## config.mk

```make
export PLATFORM = sky130hd
export DESIGN_NAME = tcw_ctrl
export DESIGN_NICKNAME = d
export VERILOG_FILES = /design/src/tcw_pkg.sv /design/src/tcw_ctrl.sv
export SDC_FILE = /design/constraint.sdc
export NUM_CORES = 1
export LEC_CHECK = 0
export ABC_CLOCK_PERIOD_IN_PS = 1400
export BUFFER_PORTS_ARGS = -buffer_cell sky130_fd_sc_hd__buf_2
export CAP_MARGIN = 40
export CORE_AREA = 2 2 39 41
export DETAILED_ROUTE_END_ITERATION = 12
export DIE_AREA = 0 0 41 43
export PLACE_DENSITY = 0.57
export SYNTH_ARGS = -nofsm -noshare
export SYNTH_HDL_FRONTEND = slang
export SYNTH_SLANG_ARGS = --single-unit
```

## constraint.sdc

```tcl
create_clock -name clk_i -period 1.4 [get_ports clk_i]
set_input_delay 0.14 -clock clk_i [delete_from_list [all_inputs] [get_ports clk_i]]
set_output_delay 0.14 -clock clk_i [all_outputs]
set_load 0.01 [all_outputs]
```

## src/tcw_pkg.sv

```systemverilog
// shared types and constants for the text console writer
// used by tcw_ctrl, tcw_datapath and text_console_writer; no dependencies
package tcw_pkg;

  localparam int OP_W     = 2;
  localparam int CH_W     = 8;
  localparam int ROW_W    = 5;
  localparam int COL_W    = 7;
  localparam int CURSOR_W = 11;

  localparam int DEF_COLUMNS = 80;
  localparam int DEF_ROWS    = 25;

  localparam logic [OP_W-1:0] OP_CHAR  = 2'd0;
  localparam logic [OP_W-1:0] OP_CLEAR = 2'd1;
  localparam logic [OP_W-1:0] OP_PLACE = 2'd2;
  localparam logic [OP_W-1:0] OP_READ  = 2'd3;

  localparam logic [CH_W-1:0] CH_NEWLINE   = 8'h0A;
  localparam logic [CH_W-1:0] CH_BACKSPACE = 8'h08;
  localparam logic [CH_W-1:0] CH_SPACE     = 8'h20;
  localparam logic [CH_W-1:0] ATTR_NORMAL  = 8'h07;

  typedef enum logic [2:0] {
    ST_SWEEP,
    ST_DRAIN,
    ST_IDLE,
    ST_DECODE,
    ST_SCROLL,
    ST_ERASE,
    ST_PUT,
    ST_DONE
  } state_e;

  typedef enum logic [3:0] {
    CMD_NONE,
    CMD_LATCH,
    CMD_NEWLINE,
    CMD_BACKSPACE,
    CMD_SCROLL_START,
    CMD_CLEAR_START,
    CMD_SWEEP_STEP,
    CMD_ERASE,
    CMD_PUT,
    CMD_PLACE,
    CMD_READ,
    CMD_FINISH
  } cmd_e;

  typedef struct packed {
    cmd_e cmd;
  } ctrl_t;

  typedef struct packed {
    logic [OP_W-1:0] op;
    logic            is_newline;
    logic            is_backspace;
    logic            nl_scroll;
    logic            at_end;
    logic            sweep_last;
    logic            out_free;
  } stat_t;

endpackage

```

## src/tcw_ctrl.sv

```systemverilog
// controller state machine for the text console writer
// depends on tcw_pkg; drives commands into tcw_datapath
module tcw_ctrl
  import tcw_pkg::*;
(
  input  logic  clk_i,
  input  logic  rst_ni,
  input  logic  in_valid_i,
  output logic  in_ready_o,
  input  stat_t stat_i,
  output ctrl_t ctrl_o
);

  state_e state_q, state_d;
  logic   pend_q, pend_d;

  always_ff @(posedge clk_i or negedge rst_ni) begin
    if (!rst_ni) begin
      state_q <= ST_SWEEP;
      pend_q  <= 1'b0;
    end else begin
      state_q <= state_d;
      pend_q  <= pend_d;
    end
  end

  always_comb begin
    state_d    = state_q;
    pend_d     = pend_q;
    ctrl_o.cmd = CMD_NONE;
    in_ready_o = 1'b0;
    case (state_q)
      ST_SWEEP: begin
        ctrl_o.cmd = CMD_SWEEP_STEP;
        if (stat_i.sweep_last) state_d = ST_DRAIN;
      end
      ST_DRAIN: begin
        // last pipelined sweep write lands here
        if (!pend_q) begin
          state_d = ST_IDLE;
        end else if (stat_i.op == OP_CHAR && !stat_i.is_newline) begin
          state_d = ST_PUT;
        end else begin
          state_d = ST_DONE;
        end
      end
      ST_IDLE: begin
        in_ready_o = 1'b1;
        if (in_valid_i) begin
          ctrl_o.cmd = CMD_LATCH;
          pend_d     = 1'b1;
          state_d    = ST_DECODE;
        end
      end
      ST_DECODE: begin
        case (stat_i.op)
          OP_CHAR: begin
            if (stat_i.is_newline) begin
              ctrl_o.cmd = CMD_NEWLINE;
              state_d    = stat_i.nl_scroll ? ST_SCROLL : ST_DONE;
            end else if (stat_i.is_backspace) begin
              ctrl_o.cmd = CMD_BACKSPACE;
              state_d    = ST_ERASE;
            end else begin
              state_d = stat_i.at_end ? ST_SCROLL : ST_PUT;
            end
          end
          OP_CLEAR: begin
            ctrl_o.cmd = CMD_CLEAR_START;
            state_d    = ST_SWEEP;
          end
          OP_PLACE: begin
            ctrl_o.cmd = CMD_PLACE;
            state_d    = ST_DONE;
          end
          OP_READ: begin
            ctrl_o.cmd = CMD_READ;
            state_d    = ST_DONE;
          end
          default: state_d = ST_DONE;
        endcase
      end
      ST_SCROLL: begin
        ctrl_o.cmd = CMD_SCROLL_START;
        state_d    = ST_SWEEP;
      end
      ST_ERASE: begin
        ctrl_o.cmd = CMD_ERASE;
        state_d    = ST_DONE;
      end
      ST_PUT: begin
        ctrl_o.cmd = CMD_PUT;
        state_d    = ST_DONE;
      end
      ST_DONE: begin
        if (stat_i.out_free) begin
          ctrl_o.cmd = CMD_FINISH;
          pend_d     = 1'b0;
          state_d    = ST_IDLE;
        end
      end
      default: state_d = ST_IDLE;
    endcase
  end

endmodule

```

==> Yosys cells after proc, flatten, opt, wreduce, memory -nomap -nowiden <==
Cells that the tools add are included.
{ "totals": {"ff_bits": 4, "romBits": 0, "n_memories": 0, "inputBits": 11, "latchBits": 0, "mem_bits_rw": 0} }
{ "classes": {"n_mul": 0, "bitwise_logic": 0, "n_eq_ne": 13, "div_mod_pow": 0, "magnitude_cmp": 0, "n_addsub": 0, "n_reduce_logical": 9, "muxes": 21, "n_shift": 0} }
{ "op_table": {"columns": ["op", "count"], "rows": [
  ["$pmux W4 S7", 1],
  ["$pmux W3 S7", 1],
  ["$pmux W4 S4", 1],
  ["$eq A3 B3 Y1 const B", 4],
  ["$mux W2", 6],
  ["$mux W3", 4],
  ["$pmux W3 S3", 1],
  ["$eq A3 B2 Y1 const B", 2],
  ["$ne A2 B2 Y1 const B", 3],
  ["$reduce_and A3 Y1", 2],
  ["$mux W1", 5],
  ["$eq A2 B2 Y1 const B", 2],
  ["$mux W4", 1],
  ["$reduce_or A2 Y1", 2],
  ["$eq A3 B1 Y1 const B", 1],
  ["$logic_not A3 Y1", 1],
  ["$eq A2 B1 Y1 const B", 1],
  ["$logic_not A2 Y1", 1],
  ["$pmux W1 S2", 1],
  ["$reduce_bool A2 Y1", 1],
  ["$logic_and A1 B1 Y1", 1],
  ["$logic_not A1 Y1", 1]
]} }

==> Logic depth before layout (Yosys ltp) <==
Gate-level depths: netlist of run 1.
{ "depth": {"depth_word": 5, "mapped_depth": 6, "depth_no_buf": 6} }

==> Worst setup path after synthesis of run 1 <==
No wires, ideal clock.
{ "synth_timing": {"path_kind": "reg-to-output", "from": "reg state_q[2]", "to": "out ctrl_o[0] (netlist name)", "arrival_time_ns": 1.023, "stages_incl_launch_ff": 5, "slack_ns": 0.237, "path_buffers": 0, "path_cell_list": "dfrtp_1 > nand2b_1 > a21oi_1 > nor2_1 > o21ai_0"} }
{ "synth_lines": {"columns": ["item", "line", "text"], "rows": [
  ["start, declared", "tcw_ctrl.sv:14", "state_e state_q, state_d;"],
  ["start signal, assigned", "tcw_ctrl.sv:22", "state_q <= state_d;"],
  ["end, declared", "tcw_ctrl.sv:11", "output ctrl_t ctrl_o"]
]} }

==> metrics.cfg, run 1 <==
[worst_setup_path]
crit_path_end_kind = primary output
startpoint = state_q[2]
reg2reg_slack_ns = 0.09
crit_arrival_ns = 1.30
rr_startpoint = state_q[2]
worstPathMaxFanout = 5
r2r-end = state_q[0]
cp-start-kind = flip-flop
r2r_cells = 6
crit_end = ctrl_o[1]
cp.required_ns = 1.26
path_class = flip-flop to primary output

[yosys]
synth_top_cell_area_share = 0.2116
async_flop_share = 1.000
synthCells = 62
ys_ff_latch = 4
synth_fa_ha_area_frac = 0.1587
syn-mean-instance-area_um2 = 7.628
synth_simple_gate_area_frac = 0.2698
synth_compound_area_frac = 0.2725
yosys.area.top_type = dfrtp_1
ys_seq_area_frac = 0.2116
synth_xor_area_frac = 0
yosys_warnings = 0
synthDistinctLibCells = 27
synth-edff-count = 0
syn-num-nets = 79
synth_top_family_by_area = compound AO/OA/AOI/OAI gates
synth.area.top_cells = dfrtp_1, ha_1, nor2_1
synth_area_um2 = 473.0
synth-main-ff-cell = dfrtp_1
synth.mux.area_fraction = 0.02116

[final_layout]
area_growth_pct = 47.09
design_area_um2 = 695.7
num-nets-final = 108
layout-drive-gt1-share = 0.4270
fillers = 135
antenna_cells = 0

[routing]
final_antenna_net_count = 0
vias_per_cell = 5.276
drt-wirelength-per-cell_um = 11.70
num_vias = 554
drt_iter0_markers = 19
drt_wl_total_mm = 1.229
drc = 0
first_pass_iters = 5

[clocking]
cts_tree = yes
numCtsBuffers = 3
clock_latency_ns = 0.24
cts_buffer_depth = 2
cts_root_buf = clkbuf_4
clk_pin_slew_ns = 0.04
clock_sinks = 4
htree_levels = 1

[place]
place_congestion = 0.8055
placed_area_um2 = 600.6
place_worst_setup_slack_ns = 0.03701
port_buffers = 15
dp_hpwl_um = 933.7

[die]
ios = 16
die_w_um = 41
initial_core_util = 0.3418
fp.coreArea_um2 = 1384
die-area_um2 = 1763
row_count = 14
dieHeight_um = 43

[pwr]
p_leak_nw = 0.3439
p_per_area_nw_per_um2 = 1807
p_total_w = 0.001257
max-vdd-ir-drop_mv = 0.5197

[status]
status = finished with violations
violations = negative setup slack

[sta]
setup-violations-final = 2
tns_ns = -0.05041
whs_ns = 0.2279
grt_setup_unrepaired = yes
slew_violations = 0
fmax_ghz = 0.6966
fin_ws_ns = -0.03549
fin_skew_ns = 0.005909
hold_viol_final = 0
tightest_slew_ns = 0.2762
period_needed_ns = 1.435
period_share = 1.025
slew_headroom = 0.8143

[min_path]
holdPathStages = 3
hp-class = primary input to flip-flop

[global_routing]
grt_max_degree = 10
first_global_vias = 523
grt_pass1_wl_mm = 2.056
grt_util_all_layers = 0.1705
gr-total-overflow = 0
antenna_found_initial = 0

[run]
max_cap_viol_count = 0

==> worst max-delay path, cell delays in order (launching register included) <==
cell      delay, ns
dfrtp_2        0.44
nand2b_4       0.17
a211oi_2       0.15
o21ai_1        0.08
o31ai_1        0.06
buf_2          0.16
==> cell type report <==
cell class                      instances  area [µm²]  area share
Inverter                                5       18.77     0.02698
Clock buffer                            3       22.52     0.03237
Sequential cell                         4       103.9      0.1493
Timing Repair Buffer                   26       163.9      0.2356
Multi-Input combinational cell         51       366.6      0.5270
Tap cell                               16       20.02     0.02878
==> how the worst min path moves through the flow <==
stage / endpoint / slack [ns] / from
finish: pend_q / 0.23 / in_valid_i
floorplan: pend_q / -0.16 / rst_ni
CTS: pend_q / 0.22 / in_valid_i
detailed placement: state_q[1] / -0.04 / rst_ni
global route: pend_q / 0.25 / rst_ni
global placement: state_q[1] / -0.05 / rst_ni
==> registers in the layout, indices dropped and copies added (netlist names) <==
name and flops:
pend_q 1, state_q 3
==> cell usage after synthesis (2+ instances only) <==
master / instances
nor2_1: 9
ha_1: 6
o21ai_0: 6
inv_1: 5
dfrtp_1: 4
nand2_1: 4
a21oi_1: 3
nand2b_1: 3
nand3_1: 2
nor2b_1: 2
o31ai_1: 2
==> kinds of logic (layout without fill, tap and decap cells) <==
group                    count (synthesis)  in the layout
AO/OA/AOI/OAI                           19             19
adder cells (fa/ha/maj)                  6              6
buffers and inverters                    7             34
flip-flops                               4              4
multiplexers                             1              1
AND/OR/NAND/NOR                         25             25
==> stage by stage <==
stage / utilization / std cells
floorplan: - / 62
global placement: 0.4340 / 97
detailed placement: 0.4340 / 97
CTS: 0.4882 / 104
global route: 0.5027 / 105
finish: 0.5027 / 105
==> what timing repair did <==
item,4_1_cts,5_1_grt
pin swaps,1,1
gates resized for setup,7,5
endpoints found under the setup margin,3,4
gates cloned,0,0
endpoints found under the hold margin,4,0
setup buffers,3,1
hold buffers,1,0
==> report_power, final <==
| group | leakage (nW) | internal (W) | total (W) | switching [W] |
|---|---|---|---|---|
| clock network | 0.0138 | 0.0000965 | 0.000152 | 0.0000555 |
| logic | 0.287 | 0.000459 | 0.000847 | 0.000387 |
| registers | 0.0435 | 0.000174 | 0.000259 | 0.0000842 |
| total | 0.344 | 0.000730 | 0.00126 | 0.000527 |
==> placed cells by master, fill, tap and decap left out, types with 2 or more instances in the layout <==
cell and count:
buf_2 15, nor2_1 9, buf_4 9, ha_1 6, inv_1 5, nand2_1 4, o21ai_1 3, o21ai_0 3
clkbuf_4 3, dfrtp_2 3, a21oi_2 2, o31ai_1 2, nor3_2 2, nand2b_1 2, nor2b_1 2, nand3_1 2
==> layer usage <==
metal | vias up | global-route usage | wire (µm)
met1 | 263 | 0.2179 | 557
li1 | 275 | - | -
met4 | 0 | 0.1200 | 14
met5 | - | 0 | 0
met3 | 2 | 0.01571 | 51
met2 | 14 | 0.2531 | 606
(Power assumes the default switching activity.)
==> inputs of run 2 (changes only) <==
--- a/config.mk
+++ b/config.mk
@@ -12,6 +12,7 @@
 export DETAILED_ROUTE_END_ITERATION = 12
 export DIE_AREA = 0 0 41 43
 export PLACE_DENSITY = 0.57
+export SETUP_SLACK_MARGIN = 0.05
 export SYNTH_ARGS = -nofsm -noshare
 export SYNTH_HDL_FRONTEND = slang
 export SYNTH_SLANG_ARGS = --single-unit
==> run 2 against run 1 <==
The flow still finishes with violations (negative setup slack). Routed wire length increased by 2.8%. Non-clock buffer count unchanged. Worst hold slack better by 0.0047 ns. Setup slack lost 0.0078 ns. Die area unchanged. Sequential power is essentially flat. Register-to-register slack lost 0.03 ns. Utilization increased by 0.99 points. Design area grew 2.0%. Sequential share of layout area shrank 0.29 points. Flip-flop and latch count is the same. Global-route usage is the same. Critical path type unchanged. Critical endpoint unchanged. Largest cell class unchanged.
==> metrics.cfg, run 2 (synthesis gave the netlist of run 1 again) <==
[clocking]
numCtsBuffers = 3
clock_latency_ns = 0.24
clk_pin_slew_ns = 0.04
cts_buffer_depth = 2
clock_sinks = 4
cts_root_buf = clkbuf_4
htree_levels = 1
cts_tree = yes

[routing]
first_pass_iters = 4
met3_length_um = 66
maxUsedRoutingLayer = met4
vias_per_cell = 5.390
drt_wl_total_mm = 1.264
dr_wl_met2_um = 614
drt_iter0_markers = 14
drc = 0
final_antenna_net_count = 0
num_vias = 566
drt-wirelength-per-cell_um = 12.04
drt-met1-wl_um = 559

[global_routing]
gr-total-overflow = 0
grt_max_degree = 10
antenna_found_initial = 0
first_global_vias = 523
grt_util_all_layers = 0.1705
grt_pass1_wl_mm = 2.056

[sta]
setup-violations-final = 2
slew_violations = 0
hold_viol_final = 0
fin_skew_ns = 0.005498
tns_ns = -0.06503
tightest_slew_ns = 0.3363
fmax_ghz = 0.6928
period_share = 1.031
period_needed_ns = 1.443
grt_setup_unrepaired = yes
fin_ws_ns = -0.04332
slew_headroom = 0.7739

[place]
dp_hpwl_um = 933.7
place_congestion = 0.8055
placed_cells = 97
place_worst_setup_slack_ns = 0.03701
port_buffers = 15

[worst_setup_path]
cp.required_ns = 1.26
crit_arrival_ns = 1.30
path_class = flip-flop to primary output
worstPathMaxFanout = 5
path_cells = nand2b_4 -> a211oi_2 -> o21ai_1 -> o31ai_1 -> buf_2
crit_path_end_kind = primary output
slowest_stage = dfrtp_2
slowest_delay_ns = 0.44
reg2reg_slack_ns = 0.06
cp-start-kind = flip-flop

[final_layout]
largest-register = state_q
multi_input_area_um2 = 380.4
stdcell_count = 105
layout_commonest_cell = buf_2
largest_reg_flops = 3
num-nets-final = 108
antenna_cells = 0
final_cell_mix = buf_2, nor2_1, buf_4
reg_top3 = state_q (3), pend_q (1)
layout-drive-gt1-share = 0.4607
area_growth_pct = 50.00
final-seq-area_um2 = 103.9
fillers = 136

[die]
row_count = 14
die_w_um = 41
die-area_um2 = 1763
ios = 16
fp.coreArea_um2 = 1384
dieHeight_um = 43
initial_core_util = 0.3418

[pwr]
max-vdd-ir-drop_mv = 0.5428
p_leak_nw = 0.3479
p_per_area_nw_per_um2 = 1840

[min_path]
hp-class = primary input to flip-flop

[run]
max_cap_viol_count = 0

[status]
violations = negative setup slack
status = finished with violations

run 2: final cells by class:
| type | instances | share of cell area |
|---|---|---|
| Tap cell | 16 | 0.02822 |
| Multi-Input combinational cell | 51 | 0.5362 |
| Inverter | 5 | 0.02646 |
| Clock buffer | 3 | 0.03175 |
| Timing Repair Buffer | 26 | 0.2310 |
| Sequential cell | 4 | 0.1464 |
run 2: what timing repair did:
action                                  in CTS  in global routing
resized for setup                            7                  9
buffers inserted                             3                  1
hold endpoints to repair                     4                  0
hold buffers                                 1                  0
cloned                                       0                  0
pin swaps                                    1                  2
endpoints found under the setup margin       4                  5
run 2: power breakdown:
| part | internal (W) | switching, W |
|---|---|---|
| logic | 0.000485 | 0.000406 |
| clock network | 0.0000965 | 0.0000561 |
| registers | 0.000174 | 0.0000878 |
| total | 0.000756 | 0.000550 |
run 2: worst paths after layout:
kind                            start    endpoint  cells past startpoint
max                        state_q[2]   ctrl_o[1]                      5
min                        in_valid_i      pend_q                      3
max reg2reg                state_q[2]  state_q[0]                      6
max in group asynchronous      rst_ni  state_q[2]                      2
min in group asynchronous      rst_ni      pend_q                      2
min reg2reg                state_q[2]  state_q[0]                      1
run 2: worst max-delay path, delay by kind of cell, from the launching register on:
family | cells | cell delay (ns)
flip-flops | 1 | 0.44
buffers and inverters | 1 | 0.16
AND/OR/NAND/NOR | 1 | 0.17
AO/OA/AOI/OAI | 3 | 0.29
run 2: metal layers:
metal  up-vias  global-route usage
li1        274                   -
met1       266              0.2179
met2        22              0.2531
met3         4             0.01571
met4         0              0.1200
met5         -                   0
run 2: stage by stage:
| stage | instance area, µm² | utilization | total power (W) | hold WS [ns] |
|---|---|---|---|---|
| 4_1_cts | 675.6 | 0.4882 | 0.001205 | 0.2217 |
| 2_1_floorplan | 473.0 | - | 0.0006731 | -0.1556 |
| 6_report | 709.4 | 0.5127 | 0.001305 | 0.2326 |
| 3_3_place_gp | 600.6 | 0.4340 | 0.0009372 | -0.04922 |
| 5_1_grt | 709.4 | 0.5127 | 0.001406 | 0.2456 |
| 3_5_place_dp | 600.6 | 0.4340 | 0.0009362 | -0.04317 |
